$ cat config.mk
export PLATFORM = sky130hd
export DESIGN_NAME = utf8_decoder_latin1_fallback
export DESIGN_NICKNAME = d
export VERILOG_FILES = /design/src/rtl/core/utf8d_pkg.sv /design/src/rtl/core/utf8_decoder_latin1_fallback.sv /design/src/rtl/core/utf8d_scan.sv /design/src/rtl/core/utf8d_out_stage.sv
export SDC_FILE = /design/constraint.sdc
export NUM_CORES = 1
export LEC_CHECK = 0
export BUFFER_PORTS_ARGS = -buffer_cell sky130_fd_sc_hd__buf_4
export CORE_MARGIN = 2
export CORE_UTILIZATION = 29
export CTS_CLUSTER_DIAMETER = 120
export DETAILED_ROUTE_END_ITERATION = 12
export GPL_ROUTABILITY_DRIVEN = 0
export GPL_TIMING_DRIVEN = 0
export MAX_ROUTING_LAYER = met4
export PLACE_DENSITY = 0.55
export SYNTH_ARGS = -nofsm -noshare
export SYNTH_HDL_FRONTEND = slang
export SYNTH_SLANG_ARGS = --single-unit
$ cat constraint.sdc
create_clock -name clk -period 18.8 [get_ports clk]
set_input_delay 5.64 -clock clk [delete_from_list [all_inputs] [get_ports clk]]
set_output_delay 5.64 -clock clk [all_outputs]
set_load 0.05 [all_outputs]
$ cat src/rtl/core/utf8d_pkg.sv
// types and constants shared by the utf-8 decoder modules
// no dependencies
package utf8d_pkg;

	// scan window: up to three buffered bytes plus the new byte
	localparam int WinDepth = 4;
	localparam int CountBits = $clog2(WinDepth + 1);
	localparam int IdxBits = $clog2(WinDepth);

	typedef logic [7:0] byte_t;
	typedef logic [WinDepth-1:0][7:0] win_t;
	typedef logic [CountBits-1:0] count_t;
	typedef logic [IdxBits-1:0] idx_t;

	// lead byte boundaries and continuation pattern
	localparam byte_t Lead2Min = 8'hC0;
	localparam byte_t Lead3Min = 8'hE0;
	localparam byte_t Lead4Min = 8'hF0;
	localparam byte_t LeadBadMin = 8'hF8;
	localparam byte_t ContMask = 8'hC0;
	localparam byte_t ContTag = 8'h80;

	// one decoded result
	typedef struct packed {
		logic [20:0] code_point;
		logic [2:0] byte_count;
		logic is_fallback;
		logic run_last;
		logic stream_last;
	} result_t;

	// scan status toward the control logic
	typedef struct packed {
		logic emit;
		logic done;
	} scan_ctl_t;

endpackage

$ cat src/rtl/core/utf8_decoder_latin1_fallback.sv
// top level of the streaming utf-8 decoder with latin-1 fallback
// depends on utf8d_pkg, utf8d_scan, utf8d_out_stage
//
//   channel  fields                                         handshake
//   byte     data_byte, end_of_stream                       byte_valid / byte_stall
//   result   code_point, byte_count, is_fallback,           result_valid / result_stall
//            run_last, stream_last
//
// a byte transfer loads the window register; the scan unit gives one result per
// cycle into the result register while it is free, so a byte that causes k results
// (0 to 4) keeps byte_stall high until its last one; bytes with at most one result
// flow one per cycle while the result register is free. the first result of a byte
// is valid after the window register and then the result register, and the next
// byte is taken in the cycle the last result of the current one is produced.
// reset empties the pending buffer; result_stall holds the result register and,
// once the window has a result to give, raises byte_stall.
module utf8_decoder_latin1_fallback (
	input logic clk,
	input logic arst_n,
	input logic byte_valid,
	output logic byte_stall,
	input logic [7:0] data_byte,
	input logic end_of_stream,
	output logic result_valid,
	input logic result_stall,
	output logic [20:0] code_point,
	output logic [2:0] byte_count,
	output logic is_fallback,
	output logic run_last,
	output logic stream_last
);
	import utf8d_pkg::*;

	win_t win_s1;
	count_t cnt_s1;
	logic eos_s1;
	logic act_s1;

	scan_ctl_t ctl;
	result_t res;
	win_t rest_bytes;
	count_t rest_cnt;
	logic out_free;
	logic fire;
	logic finish;
	logic byte_xfer;
	win_t base_bytes;
	count_t base_cnt;
	win_t next_bytes;

	utf8d_scan u_scan (
		.win_bytes(win_s1),
		.win_cnt(cnt_s1),
		.eos(eos_s1),
		.ctl(ctl),
		.res(res),
		.rest_bytes(rest_bytes),
		.rest_cnt(rest_cnt)
	);

	utf8d_out_stage u_out (
		.clk(clk),
		.arst_n(arst_n),
		.load(fire && ctl.emit),
		.res(res),
		.result_stall(result_stall),
		.free(out_free),
		.result_valid(result_valid),
		.code_point(code_point),
		.byte_count(byte_count),
		.is_fallback(is_fallback),
		.run_last(run_last),
		.stream_last(stream_last)
	);

	// step control: a step runs when it gives no result or the result register is free
	assign fire = act_s1 && (!ctl.emit || out_free);
	assign finish = fire && ctl.done;
	assign byte_stall = act_s1 && !finish;
	assign byte_xfer = byte_valid && !byte_stall;

	// append the new byte after what remains buffered
	always_comb begin
		base_bytes = act_s1 ? rest_bytes : win_s1;
		base_cnt = act_s1 ? rest_cnt : cnt_s1;
		next_bytes = base_bytes;
		next_bytes[idx_t'(base_cnt)] = data_byte;
	end

	// window control state
	always_ff @(posedge clk or negedge arst_n) begin
		if (!arst_n) begin
			cnt_s1 <= '0;
			eos_s1 <= 1'b0;
			act_s1 <= 1'b0;
		end else if (byte_xfer) begin
			cnt_s1 <= base_cnt + count_t'(1);
			eos_s1 <= end_of_stream;
			act_s1 <= 1'b1;
		end else if (fire) begin
			cnt_s1 <= rest_cnt;
			if (finish) begin
				act_s1 <= 1'b0;
			end
		end
	end

	// window bytes
	always_ff @(posedge clk) begin
		if (byte_xfer) begin
			win_s1 <= next_bytes;
		end else if (fire) begin
			win_s1 <= rest_bytes;
		end
	end

endmodule

$ cat src/rtl/core/utf8d_scan.sv
// one scan step over the byte window: decodes or falls back on the lead byte,
// shifts out the consumed bytes and looks ahead to tell the last result
// depends on utf8d_pkg
module utf8d_scan (
	input utf8d_pkg::win_t win_bytes,
	input utf8d_pkg::count_t win_cnt,
	input logic eos,
	output utf8d_pkg::scan_ctl_t ctl,
	output utf8d_pkg::result_t res,
	output utf8d_pkg::win_t rest_bytes,
	output utf8d_pkg::count_t rest_cnt
);
	import utf8d_pkg::*;

	// sequence length a lead byte calls for
	function automatic count_t lead_len(input byte_t c);
		if (c < Lead2Min || c >= LeadBadMin) begin
			return count_t'(1);
		end else if (c < Lead3Min) begin
			return count_t'(2);
		end else if (c < Lead4Min) begin
			return count_t'(3);
		end
		return count_t'(4);
	endfunction

	function automatic logic is_cont(input byte_t b);
		return (b & ContMask) == ContTag;
	endfunction

	// true when the window is a valid but unfinished sequence to keep buffered
	function automatic logic waits(input win_t w, input count_t n, input logic e);
		count_t l;
		logic ok;
		l = lead_len(w[0]);
		ok = 1'b1;
		for (int i = 1; i < WinDepth; i++) begin
			if ((count_t'(i) < n) && !is_cont(w[i])) begin
				ok = 1'b0;
			end
		end
		return (n != '0) && (n < l) && ok && !e;
	endfunction

	count_t len;
	count_t take;
	logic bad;
	logic complete;
	logic hold;
	win_t shifted;

	always_comb begin
		len = lead_len(win_bytes[0]);

		// any byte inside the sequence that is not a continuation
		bad = 1'b0;
		for (int i = 1; i < WinDepth; i++) begin
			if ((count_t'(i) < win_cnt) && (count_t'(i) < len) && !is_cont(win_bytes[i])) begin
				bad = 1'b1;
			end
		end
		complete = (len > count_t'(1)) && !bad && (win_cnt >= len);
		hold = (len > count_t'(1)) && !bad && (win_cnt < len) && !eos;
		take = complete ? len : count_t'(1);

		// assemble the code point, or pass the lead through
		res.code_point = {13'd0, win_bytes[0]};
		if (complete) begin
			unique case (len)
				count_t'(2): res.code_point = {10'd0, win_bytes[0][4:0], win_bytes[1][5:0]};
				count_t'(3): res.code_point = {5'd0, win_bytes[0][3:0], win_bytes[1][5:0],
					win_bytes[2][5:0]};
				default: res.code_point = {win_bytes[0][2:0], win_bytes[1][5:0],
					win_bytes[2][5:0], win_bytes[3][5:0]};
			endcase
		end
		res.byte_count = take;
		res.is_fallback = !complete && win_bytes[0][7];

		// drop the consumed bytes
		unique case (take)
			count_t'(1): shifted = {8'd0, win_bytes[3:1]};
			count_t'(2): shifted = {16'd0, win_bytes[3:2]};
			count_t'(3): shifted = {24'd0, win_bytes[3]};
			default: shifted = '0;
		endcase

		if (hold) begin
			rest_bytes = win_bytes;
			rest_cnt = win_cnt;
		end else begin
			rest_bytes = shifted;
			rest_cnt = win_cnt - take;
		end

		// last result of this byte when nothing or only a waiting sequence remains
		ctl.emit = !hold;
		ctl.done = hold || (rest_cnt == '0) || waits(rest_bytes, rest_cnt, eos);
		res.run_last = ctl.done;
		res.stream_last = ctl.done && eos;
	end

endmodule

$ cat src/rtl/core/utf8d_out_stage.sv
// result register with valid and stall toward the consumer
// depends on utf8d_pkg
module utf8d_out_stage (
	input logic clk,
	input logic arst_n,
	input logic load,
	input utf8d_pkg::result_t res,
	input logic result_stall,
	output logic free,
	output logic result_valid,
	output logic [20:0] code_point,
	output logic [2:0] byte_count,
	output logic is_fallback,
	output logic run_last,
	output logic stream_last
);
	import utf8d_pkg::*;

	logic valid_s2;
	result_t res_s2;

	// register may take a new result when empty or being drained
	assign free = !valid_s2 || !result_stall;

	// valid flag
	always_ff @(posedge clk or negedge arst_n) begin
		if (!arst_n) begin
			valid_s2 <= 1'b0;
		end else if (load) begin
			valid_s2 <= 1'b1;
		end else if (!result_stall) begin
			valid_s2 <= 1'b0;
		end
	end

	// payload
	always_ff @(posedge clk) begin
		if (load) begin
			res_s2 <= res;
		end
	end

	assign result_valid = valid_s2;
	assign code_point = res_s2.code_point;
	assign byte_count = res_s2.byte_count;
	assign is_fallback = res_s2.is_fallback;
	assign run_last = res_s2.run_last;
	assign stream_last = res_s2.stream_last;

endmodule

After elaboration in Yosys (flattened, before gate mapping)
Index checks and enable logic that the tools add are counted.
{"block": "totals", "register_bits": 65, "out_inout_bits": 29, "wordCells": 140, "in_bits": 13}
{"block": "classes", "n_lt_le_gt_ge": 23, "n_eq_ne": 12, "mux": 40, "n_addsub": 2, "n_reduce_logical": 49}
{"op": "$mux 32", "n": 4}
{"op": "$pmux 24 s3", "n": 1}
{"op": "$lt 8x8->1 const B", "n": 6}
{"op": "$pmux 21 s2", "n": 1}
{"op": "$mux 3", "n": 13}
{"op": "$bwmux 32", "n": 1}
{"op": "$logic_and 1x1->1", "n": 24}
{"op": "$lt 2x3->1 const A", "n": 6}
{"op": "$mux 1", "n": 17}
{"op": "$demux 8 s2", "n": 1}
{"op": "$ge 8x8->1 const B", "n": 2}
{"op": "$mux 8", "n": 2}
{"op": "$logic_not 1->1", "n": 14}
{"op": "$eq 2x2->1 const B", "n": 6}
{"op": "$eq 3x2->1 const B", "n": 4}
{"op": "$lt 1x3->1 const A", "n": 3}
{"op": "$logic_or 1x1->1", "n": 6}
{"op": "$lt 3x3->1", "n": 2}
{"op": "$reduce_bool 2->1", "n": 2}
{"op": "$add 3x1->3 const B", "n": 1}
{"op": "$eq 3x1->1 const B", "n": 1}
{"op": "$ge 3x3->1", "n": 1}
{"op": "$gt 3x1->1 const B", "n": 1}
{"op": "$logic_not 3->1", "n": 1}
{"op": "other kinds (6)", "n": 6}

Depth between registers and ports, before layout
{"block": "logic_depth", "word_depth": 35, "mapped_depth": 26, "mapped_depth_nobuf": 21}

By module
From an unflattened synthesis, not the netlist that was laid out.
{"block": "hier_totals", "hier_cells": 438, "hier_area_um2": 4202.8}
{"mod": "utf8_decoder_latin1_fallback", "instances": 1, "cells_per_inst": 154, "area_per_inst_um2": 1854.3, "seq_area_each_um2": 1086.0}
{"mod": "utf8d_scan", "instances": 1, "cells_per_inst": 254, "area_per_inst_um2": 1501.4, "seq_area_each_um2": 0.0}
{"mod": "utf8d_out_stage", "instances": 1, "cells_per_inst": 30, "area_per_inst_um2": 847.1, "seq_area_each_um2": 835.8}

Worst setup path after synthesis
Ideal clock, no wire load.
{"block": "synth_timing", "path_kind": "input-to-output", "from": "input port result_stall", "to": "output port byte_stall", "path_buffers": 0, "required_time_ps": 13160, "path_stages": 4, "arrival_ps": 6706, "setup_slack_ps": 6454, "cell_sequence": "nand2_1 nand3b_1 o211ai_1 a21oi_1"}
{"block": "synth_between", "elab_chain_len": 7}
{"item": "start, declared", "line": "utf8_decoder_latin1_fallback.sv:25", "source": "input logic result_stall,"}
{"item": "$logic_not 1->1", "line": "utf8d_out_stage.sv:23", "source": "assign free = !valid_s2 || !result_stall;"}
{"item": "$logic_or 1x1->1", "line": "utf8d_out_stage.sv:23"}
{"item": "$logic_or 1x1->1", "line": "utf8_decoder_latin1_fallback.sv:77", "source": "assign fire = act_s1 && (!ctl.emit || out_free);"}
{"item": "$logic_and 1x1->1", "line": "utf8_decoder_latin1_fallback.sv:77"}
{"item": "$logic_and 1x1->1", "line": "utf8_decoder_latin1_fallback.sv:78", "source": "assign finish = fire && ctl.done;"}
{"item": "$logic_not 1->1", "line": "utf8_decoder_latin1_fallback.sv:79", "source": "assign byte_stall = act_s1 && !finish;"}
{"item": "$logic_and 1x1->1", "line": "utf8_decoder_latin1_fallback.sv:79"}
{"item": "end, declared", "line": "utf8_decoder_latin1_fallback.sv:21", "source": "output logic byte_stall,"}
No other way between the ends.

Worst setup path after layout
Ends and elaborated chain as after synthesis.

==> results.toml <==
[run_status]
run_status = "finished clean"

[floorplan]
dieWidth_um = 126.5
io-pin-count = 42
core_area_sq_um = 14590
dieArea_sq_um = 16010
count_of_standard_cell_rows = 44
chipHeight_um = 126.5
initial_core_util_pct = 29.85

[power]
pwr-share-comb_pct = 53.7
post_layout_total_power_uw = 1062
switching_power_uw = 496.1
power_density_nw_per_um2 = 204.6
power.share.sequential_pct = 31.0
leakage_uw = 0.001976
p_int_uw = 565.7
p_sw_share_pct = 46.72
p_clk_share_pct = 15.4
vdd.ir_drop.worst_mv = 0.06121

[finish]
fin_nets = 520
drive_gt1_share_pct = 18.44
mostFrequentLayoutCells = "59 x nand2_1, 59 x edfxtp_1, 42 x buf_4"
final_cells = 683
layout-area-overhead-vs-synth_pct = 19.17
count_of_filler_cells_inserted_in_the_layout = 1481
finish.instance_area_sq_um = 5189
insertedDiodeCount = 0

[routing]
drt_first_iter_violations = 259
first_pass_iters = 5
route.detailed.vias_per_inst = 5.247
route.detailed.wl_per_inst_um = 17.01
route.antenna.remaining_nets = 0
drc = 0
routed-via-count = 3584
wl_um = 11620

[global_route]
grt_first_pass_wirelength_um = 18430
groute.usage.overall_pct = 15.09
grt_antenna_before_repair = 0
grt_overflow = 0
pin_count_of_the_biggest_net_entering_global_routing = 30
grt_pass1_vias = 3404

[synth]
syn_inst = 443
netlist_area_sq_um = 4354
asyncSetResetFlopFracSynth_pct = 9.231
synth_enable_flop_cells = 59
yosys_register_bits = 65
syn_area_per_cell_sq_um = 9.829
syn-num-nets = 468
warnings_from_yosys = 0
synth_sequential_area_ratio_pct = 44.14
ys.flop_type = "edfxtp_1"
synth_cell_types = 71

[min_path]
worst_hold_path.num_cells = 1
holdCritPathClass = "reg2reg"

[critical_path]
path_depth = 6
crit_path_top_delay_cell = "o211ai_1"
cp_data_required_time_ps = 13160
delay_of_the_slowest_cell_on_the_worst_path_ps = 240
critical-path-top-cell-by-count = "buf_4"
setup.worst_path.class = "in2out"
setup.worst_path.end_class = "output port"
worst-path-max-fanout = 3
worst_ep_arrival_time_ps = 6460
path_delay_family = "buffers and inverters"
kind_of_start_point_of_the_critical_path = "primary input"
crit_path_buf_inv_count = 2
worst-r2r-cell-count = 25
crit_path_cell_trace = "buf_4 -> nand2_1 -> nand3b_1 -> o211ai_1 -> a21oi_1 -> buf_4"

[placed_design]
port-buffer-count = 41
placed_area_sq_um = 4903
hpwl_um = 8943
placed_cells = 668

[timing]
maxClockFrequency_mhz = 82.66
rsz0062_at_grt = "no"
skew_ps = 8.245
timing.final.max_slew_violations = 0
timing.final.setup_violations = 0
finalHoldViolations = 0
timing.final.crit_period_ps = 12100
setup_tns_ps = 0
worst_slew_pin_slew_ps = 980.0
final.period_utilization_pct = 64.35
relSlewSlack_pct = 32.98

[flow_run]
maxCapViolations = 0

[clocking]
count_of_buffers_added_by_post_cts_timing_repair_for_setup = 0
numClockSinks = 65
clock_insertion_delay_worst_skew_ps = 340
ctsHoldBuffers = 0
cts_made_buffers = 9
clk_transition_reported_paths_ps = 60
cts.path.max_buffers = 2
tritoncts = "built"
htreeDepth = 3
clock-root-buffer = "clkbuf_16"
cts.repair.resized = 0
==> state kept, by name, indices dropped and copies added (netlist names) <==
register and count:
act_s1 1, u_out.result_valid 1, u_out.is_fallback 1, win_s1 32, cnt_s1 3, u_out.run_last 1, eos_s1 1, u_out.byte_count 3
u_out.code_point 21, u_out.stream_last 1
==> cell type report <==
class	count	area (sq um)	share of cell area [%]
Buffer	29	132.6	2.556
Sequential cell	65	1922	37.04
Timing Repair Buffer	41	307.8	5.932
Multi-Input combinational cell	335	2258	43.53
Tap cell	184	230.2	4.437
Clock buffer	9	225.2	4.340
Inverter	14	52.55	1.013
Clock inverter	6	60.06	1.157
==> cells by family after synthesis <==
kind of cell	count (synthesis)	share of synthesized area [%]
adders and majority gates	12	3.621
DFF	65	44.14
xor gates and xnor gates	5	1.006
muxes	9	2.184
AOI/OAI and AO/OA	151	25.72
buffers and inverters	43	4.253
and+or+nand+nor	158	19.08
==> per-layer routing <==
metal	global-route usage (%)	vias up	wire, um
met5	-	-	0
met4	5.107	0	191
met3	3.458	15	648
met2	22.33	111	5173
met1	20.42	1673	5602
li1	-	1785	-
==> Yosys cell counts, types with 4 or more instances <==
master | n | area [sq um]
nor2_1 | 18 | 67.56
or3_1 | 4 | 25.02
nand3_1 | 14 | 70.07
or2_2 | 5 | 31.28
mux2_2 | 4 | 45.04
xnor2_1 | 4 | 35.03
and3_1 | 8 | 50.05
o2bb2ai_2 | 8 | 120.1
nor3b_1 | 4 | 30.03
o2bb2ai_1 | 8 | 70.07
o21ai_0 | 33 | 165.2
mux2i_1 | 5 | 50.05
a22o_1 | 14 | 122.6
a22oi_1 | 11 | 82.58
dfrtp_1 | 6 | 150.1
ha_1 | 11 | 137.6
inv_1 | 13 | 48.80
and2_1 | 15 | 93.84
nand2_1 | 59 | 221.5
nand2b_1 | 5 | 31.28
a211oi_1 | 6 | 45.04
buf_2 | 4 | 20.02
clkbuf_1 | 20 | 75.07
edfxtp_1 | 59 | 1772
a21oi_1 | 34 | 170.2
nor2b_1 | 6 | 37.54
==> power groups by stage <==
stage | sequential (uW) | combinational, uW | clock [uW]
3_3_place_gp | 326 | 559 | 0
2_1_floorplan | 381 | 354 | 0
5_1_grt | 336 | 622 | 174
6_report | 329 | 570 | 163
3_5_place_dp | 327 | 566 | 0
4_1_cts | 325 | 569 | 166
==> path summary, 6_finish.rpt <==
path,slack [ps],to,from
hold / removal,600,eos_s1$_DFFE_PN0N_,eos_s1$_DFFE_PN0N_
setup reg to reg,11830,win_s1[17]$_DFFE_PP_,win_s1[4]$_DFFE_PP_
min in group asynchronous,5100,u_out.result_valid$_DFFE_PN0P_,arst_n
hold reg to reg,600,eos_s1$_DFFE_PN0N_,eos_s1$_DFFE_PN0N_
max in group asynchronous,13580,act_s1$_DFFE_PN0P_,arst_n
setup / recovery,6700,byte_stall,result_stall
==> per-stage QoR <==
step                      hold WS (ps)  utilization [%]  setup WS (ps)
after floorplan                  510.3                -           6454
after global placement           547.6            33.53           6726
after detailed placement         578.7            33.61           6712
after CTS                        591.6            35.57           6696
after global routing             640.2            35.57           6332
final                            600.5            35.57           6703
Note: power is estimated with default switching activity, not from simulation.
